--- src/design/npg_pkg.sv ---
// Shared types, constants and saturation helpers for the nearest-prototype grid classifier.
package npg_pkg;

  localparam int Q_W         = 32;
  localparam int CLASS_W     = 8;
  localparam int ENTRY_IDX_W = 6;
  localparam int COORD_W     = 12;
  localparam int SCORE_W     = 48;
  localparam int PCOUNT_W    = 7;
  localparam int CFG_IDX_W   = 3;

  localparam logic KIND_LOAD     = 1'b0;
  localparam logic KIND_CLASSIFY = 1'b1;

  localparam logic [CFG_IDX_W-1:0] CFG_PROTO_COUNT = 3'd0;
  localparam logic [CFG_IDX_W-1:0] CFG_X_START     = 3'd1;
  localparam logic [CFG_IDX_W-1:0] CFG_Y_START     = 3'd2;
  localparam logic [CFG_IDX_W-1:0] CFG_X_STEP      = 3'd3;
  localparam logic [CFG_IDX_W-1:0] CFG_Y_STEP      = 3'd4;

  localparam logic signed [63:0] Q_MAX_64     = 64'sh0000_0000_7fff_ffff;
  localparam logic signed [63:0] Q_MIN_64     = -64'sh0000_0000_8000_0000;
  localparam logic signed [63:0] SCORE_MAX_64 = 64'sh0000_7fff_ffff_ffff;
  localparam logic signed [63:0] SCORE_MIN_64 = -64'sh0000_8000_0000_0000;

  typedef enum logic [1:0] {
    ST_IDLE,
    ST_SCAN,
    ST_DRAIN,
    ST_FINISH
  } state_t;

  // One prototype entry as it sits in the table memory.
  typedef struct packed {
    logic signed [Q_W-1:0] metric_a;
    logic signed [Q_W-1:0] metric_b;
    logic signed [Q_W-1:0] metric_d;
    logic signed [Q_W-1:0] centre_x;
    logic signed [Q_W-1:0] centre_y;
    logic signed [Q_W-1:0] offset;
    logic [CLASS_W-1:0]    cls;
  } entry_t;

  typedef struct packed {
    logic write;
    logic start;
    logic issue;
    logic out_load;
  } cmd_t;

  typedef struct packed {
    logic issue_last;
    logic pipe_empty;
  } status_t;

  function automatic logic signed [Q_W-1:0] sat_q(input logic signed [63:0] v);
    logic signed [Q_W-1:0] r;
    if (v > Q_MAX_64) begin
      r = Q_MAX_64[Q_W-1:0];
    end else if (v < Q_MIN_64) begin
      r = Q_MIN_64[Q_W-1:0];
    end else begin
      r = v[Q_W-1:0];
    end
    return r;
  endfunction

  function automatic logic signed [SCORE_W-1:0] sat_score(input logic signed [63:0] v);
    logic signed [SCORE_W-1:0] r;
    if (v > SCORE_MAX_64) begin
      r = SCORE_MAX_64[SCORE_W-1:0];
    end else if (v < SCORE_MIN_64) begin
      r = SCORE_MIN_64[SCORE_W-1:0];
    end else begin
      r = v[SCORE_W-1:0];
    end
    return r;
  endfunction

endpackage

--- src/design/npg_ctrl.sv ---
// Controller state machine: input/output handshakes and sequencing of the table scan.
module npg_ctrl (
  input  logic             clk,
  input  logic             rst_n,
  input  logic             in_valid,
  input  logic             in_kind,
  output logic             in_stall,
  output logic             out_valid,
  input  logic             out_stall,
  output npg_pkg::cmd_t    cmd,
  input  npg_pkg::status_t st
);
  import npg_pkg::*;

  state_t state_r, state_nxt;
  logic   out_valid_r, out_valid_nxt;

  always_ff @(posedge clk) begin
    if (!rst_n) begin
      state_r     <= ST_IDLE;
      out_valid_r <= 1'b0;
    end else begin
      state_r     <= state_nxt;
      out_valid_r <= out_valid_nxt;
    end
  end

  always_comb begin
    state_nxt     = state_r;
    out_valid_nxt = out_valid_r;
    cmd           = '0;
    in_stall      = 1'b1;
    if (out_valid_r && !out_stall) begin
      out_valid_nxt = 1'b0;
    end
    case (state_r)
      ST_IDLE: begin
        in_stall = 1'b0;
        if (in_valid) begin
          if (in_kind == KIND_CLASSIFY) begin
            cmd.start = 1'b1;
            state_nxt = ST_SCAN;
          end else begin
            cmd.write = 1'b1;
          end
        end
      end
      ST_SCAN: begin
        cmd.issue = 1'b1;
        if (st.issue_last) begin
          state_nxt = ST_DRAIN;
        end
      end
      ST_DRAIN: begin
        if (st.pipe_empty) begin
          state_nxt = ST_FINISH;
        end
      end
      ST_FINISH: begin
        // The result register may still hold the previous beat.
        if (!out_valid_r || !out_stall) begin
          cmd.out_load  = 1'b1;
          out_valid_nxt = 1'b1;
          state_nxt     = ST_IDLE;
        end
      end
      default: begin
        state_nxt = ST_IDLE;
      end
    endcase
  end

  assign out_valid = out_valid_r;

endmodule

--- config.mk ---
export PLATFORM = sky130hd
export DESIGN_NAME = npg_ctrl
export DESIGN_NICKNAME = d
export VERILOG_FILES = /design/src/design/npg_pkg.sv /design/src/design/npg_ctrl.sv
export SDC_FILE = /design/constraint.sdc
export NUM_CORES = 1
export LEC_CHECK = 0
export ABC_AREA = 1
export BUFFER_PORTS_ARGS = -buffer_cell sky130_fd_sc_hd__buf_2
export CORE_AREA = 4 4 41 43
export DETAILED_ROUTE_END_ITERATION = 10
export DIE_AREA = 0 0 45 47
export HOLD_SLACK_MARGIN = 0.05
export PLACE_DENSITY = 0.54
export SETUP_SLACK_MARGIN = 0.5
export SLEW_MARGIN = 40
export SYNTH_ARGS = -nofsm -noshare
export SYNTH_HDL_FRONTEND = slang
export SYNTH_SLANG_ARGS = --single-unit
--- constraint.sdc ---
create_clock -name clk -period 3.7 [get_ports clk]
set_clock_uncertainty 0.15 [all_clocks]
set_input_delay 0.185 -clock clk [delete_from_list [all_inputs] [get_ports clk]]
set_output_delay 0.185 -clock clk [all_outputs]
set_load 0.005 [all_outputs]
==> results.md <==
- number of CTS-inserted buffers: 3
- hpwl dp: 495 um
- final-report setup violation count: 0
- pre-CTS WS: 2260 ps
- routed via count: 274
- most frequent cells in the layout: sky130_fd_sc_hd__buf_2 (12), sky130_fd_sc_hd__inv_1 (9), sky130_fd_sc_hd__nand2_1 (7)
- transition time at the pin with the least slew margin: 161 ps
- overall power of the completed layout: 0.254 mW
- TritonCTS clock tree: built
- all-layer global routing usage: 6.15%
- unique cell type count in the Yosys netlist: 12
- power share of the clock group: 22.1%
- Total Die Area: 0.00212 mm2
- final core area utilization: 29.8%
- top layer reached by signal wires: met3
- required arrival time at the worst endpoint: 3370 ps
- HP Class: primary input to register
- antenna diode count: 0
- share of final-layout standard cells stronger than drive strength 1: 39.0%
- power density over cell area: 655 mW/mm2
- I/O pin count: 13
- setup repair after global routing missed its margin: no
- synthesized area per cell: 6.58 um2
- # DRC: 0
- CTS H-tree lvls: 1
- Gates resized, CTS repair: 0
- Floorplan Core Area: 0.00130 mm2
- worst slack on hold paths: 57.4 ps
- Internal: 0.145 mW
- most common cell after layout, fill and taps aside: sky130_fd_sc_hd__buf_2
- clock tree root driver cell: sky130_fd_sc_hd__clkbuf_4
- drt first-iter violations: 4
- horizontal die dimension: 45 um
- Slew headroom: 89.2%
- number of global-route vias before repair: 246
- CTS clock-pin slew for the worst setup and hold paths: 40 ps
- amount of wire on met2 after detailed routing: 258 um
- Final Max Tran Viols: 0
- wire length per cell: 7.53 um
- Highest Clock Rate: 650 MHz
- logic gate share of total power: 55.9%
- fraction of the cycle the final worst path needs: 41.6%
- crit end category: output port
- max capacitance violation total: 0
- register bit total from synthesis: 3
- antenna violations before repair: 0
- area growth from synthesis to final layout: 37.2%
- Worst VDD drop: 188 uV
- Setup CP Type: register to output port
- buffers from clock root to sink, at most: 2
- Flop pwr share: 22.0%
- Sw Pwr: 0.110 mW
- leftover overflow at the end of global routing: 0
- kind of launch point of the worst setup path: register
- total leakage power: 0.226 nW
- DRT Pass-1 Iters: 3
- instance count of the mapped netlist: 43
- setup tns final: 0 ps
- net total in the final layout: 72
- post-cts hold buffer count: 0
- Area after DPL: 362 um2
- count of antenna-violating nets left after detailed routing: 0
- post-layout worst setup margin: 2160 ps
- effective utilization at floorplan: 21.7%
- status: finished clean
- wire length of the first global-routing pass: 931 um
- Chip Height: 47 um
- Switching Share: 43.1%
- length of routed wiring on met1: 283 um
- post-synthesis cell area: 283 um2
- detailed route wirelength on metal3: 15 um
- Final Hold Vio Count: 0
- clock insertion delay at the later pin of the skew report: 230 ps
- number of buffers inserted to repair setup after CTS: 0
- WP data arrival: 1200 ps
- Cell Count Post-Placement: 70
- largest net degree at the start of global routing: 5
- Post-Layout Cell Count: 74
- Final Critical Period: 1540 ps
- number of clock sinks: 3
- overall routed net length: 557 um
- post-synthesis sequential area ratio: 21.2%
- largest fanout on the critical path: 4
- Ys Warns: 0
- Post-Layout Inst Area: 388 um2
- routability cong.: 0.688
- cell row count: 13
- via/cell ratio: 3.70
- Synthesized Nets: 55
- input/output buffers: 12
cell type report:
class / count / area, um2
Multi-Input combinational cell: 30 / 185
Inverter: 10 / 37.5
Timing Repair Buffer: 12 / 60.1
Sequential cell: 3 / 60.1
Tap cell: 15 / 18.8
Clock buffer: 4 / 26.3
Fill cell: 144 / 913
routing by layer:
metal | up-vias | track usage (%)
li1 | 160 | -
met1 | 109 | 7.47
met2 | 5 | 9.32
met3 | 0 | 2.30
met4 | 0 | 3.51
met5 | - | 0
worst max-delay path, cell delays in order, from the launching register on:
cell and delay [ps]:
sky130_fd_sc_hd__dfxtp_1 390, sky130_fd_sc_hd__inv_1 100, sky130_fd_sc_hd__ha_1 240, sky130_fd_sc_hd__nand2_2 90
sky130_fd_sc_hd__nor2_1 40, sky130_fd_sc_hd__buf_2 120
cells in the mapped netlist:
| cell type | instances | area [um2] |
|---|---|---|
| sky130_fd_sc_hd__ha_1 | 5 | 62.6 |
| sky130_fd_sc_hd__inv_1 | 9 | 33.8 |
| sky130_fd_sc_hd__nand2_2 | 2 | 12.5 |
| sky130_fd_sc_hd__nand3_1 | 4 | 20.0 |
| sky130_fd_sc_hd__a21boi_0 | 1 | 7.51 |
| sky130_fd_sc_hd__a21oi_1 | 1 | 5.00 |
| sky130_fd_sc_hd__inv_2 | 1 | 3.75 |
| sky130_fd_sc_hd__nor2_1 | 4 | 15.0 |
| sky130_fd_sc_hd__nor3_1 | 1 | 5.00 |
| sky130_fd_sc_hd__nor2_2 | 5 | 31.3 |
| sky130_fd_sc_hd__dfxtp_1 | 3 | 60.1 |
| sky130_fd_sc_hd__nand2_1 | 7 | 26.3 |
power by group through the flow:
stage	registers [mW]	clock network [mW]	logic [mW]
detailed placement	0.0570	0	0.147
CTS	0.0565	0.0595	0.147
floorplan	0.0530	0	0.109
finish	0.0559	0.0561	0.142
global route	0.0592	0.0624	0.165
global placement	0.0565	0	0.145
logic make-up after synthesis:
kind of cell,synth area share (%)
simple gates,38.9
buf+inv,13.3
fa+ha+maj,22.1
flops,21.2
compound gates,4.42
sequential cells by signal, indices dropped and copies added (netlist names):
register / cells
out_valid: 1
state_r: 2
final timing paths:
path	start	slack, ps	endpoint	cells past startpoint
worst max-delay path	state_r[0]$_SDFFE_PN0P_	2160	cmd[3]	5
worst min-delay path	rst_n	60	state_r[0]$_SDFFE_PN0P_	3
worst max register to register	state_r[0]$_SDFFE_PN0P_	2280	state_r[1]$_SDFFE_PN0P_	8
worst min register to register	out_valid$_SDFF_PN0_	400	out_valid$_SDFF_PN0_	2
Power figures use the tool's default switching activity.
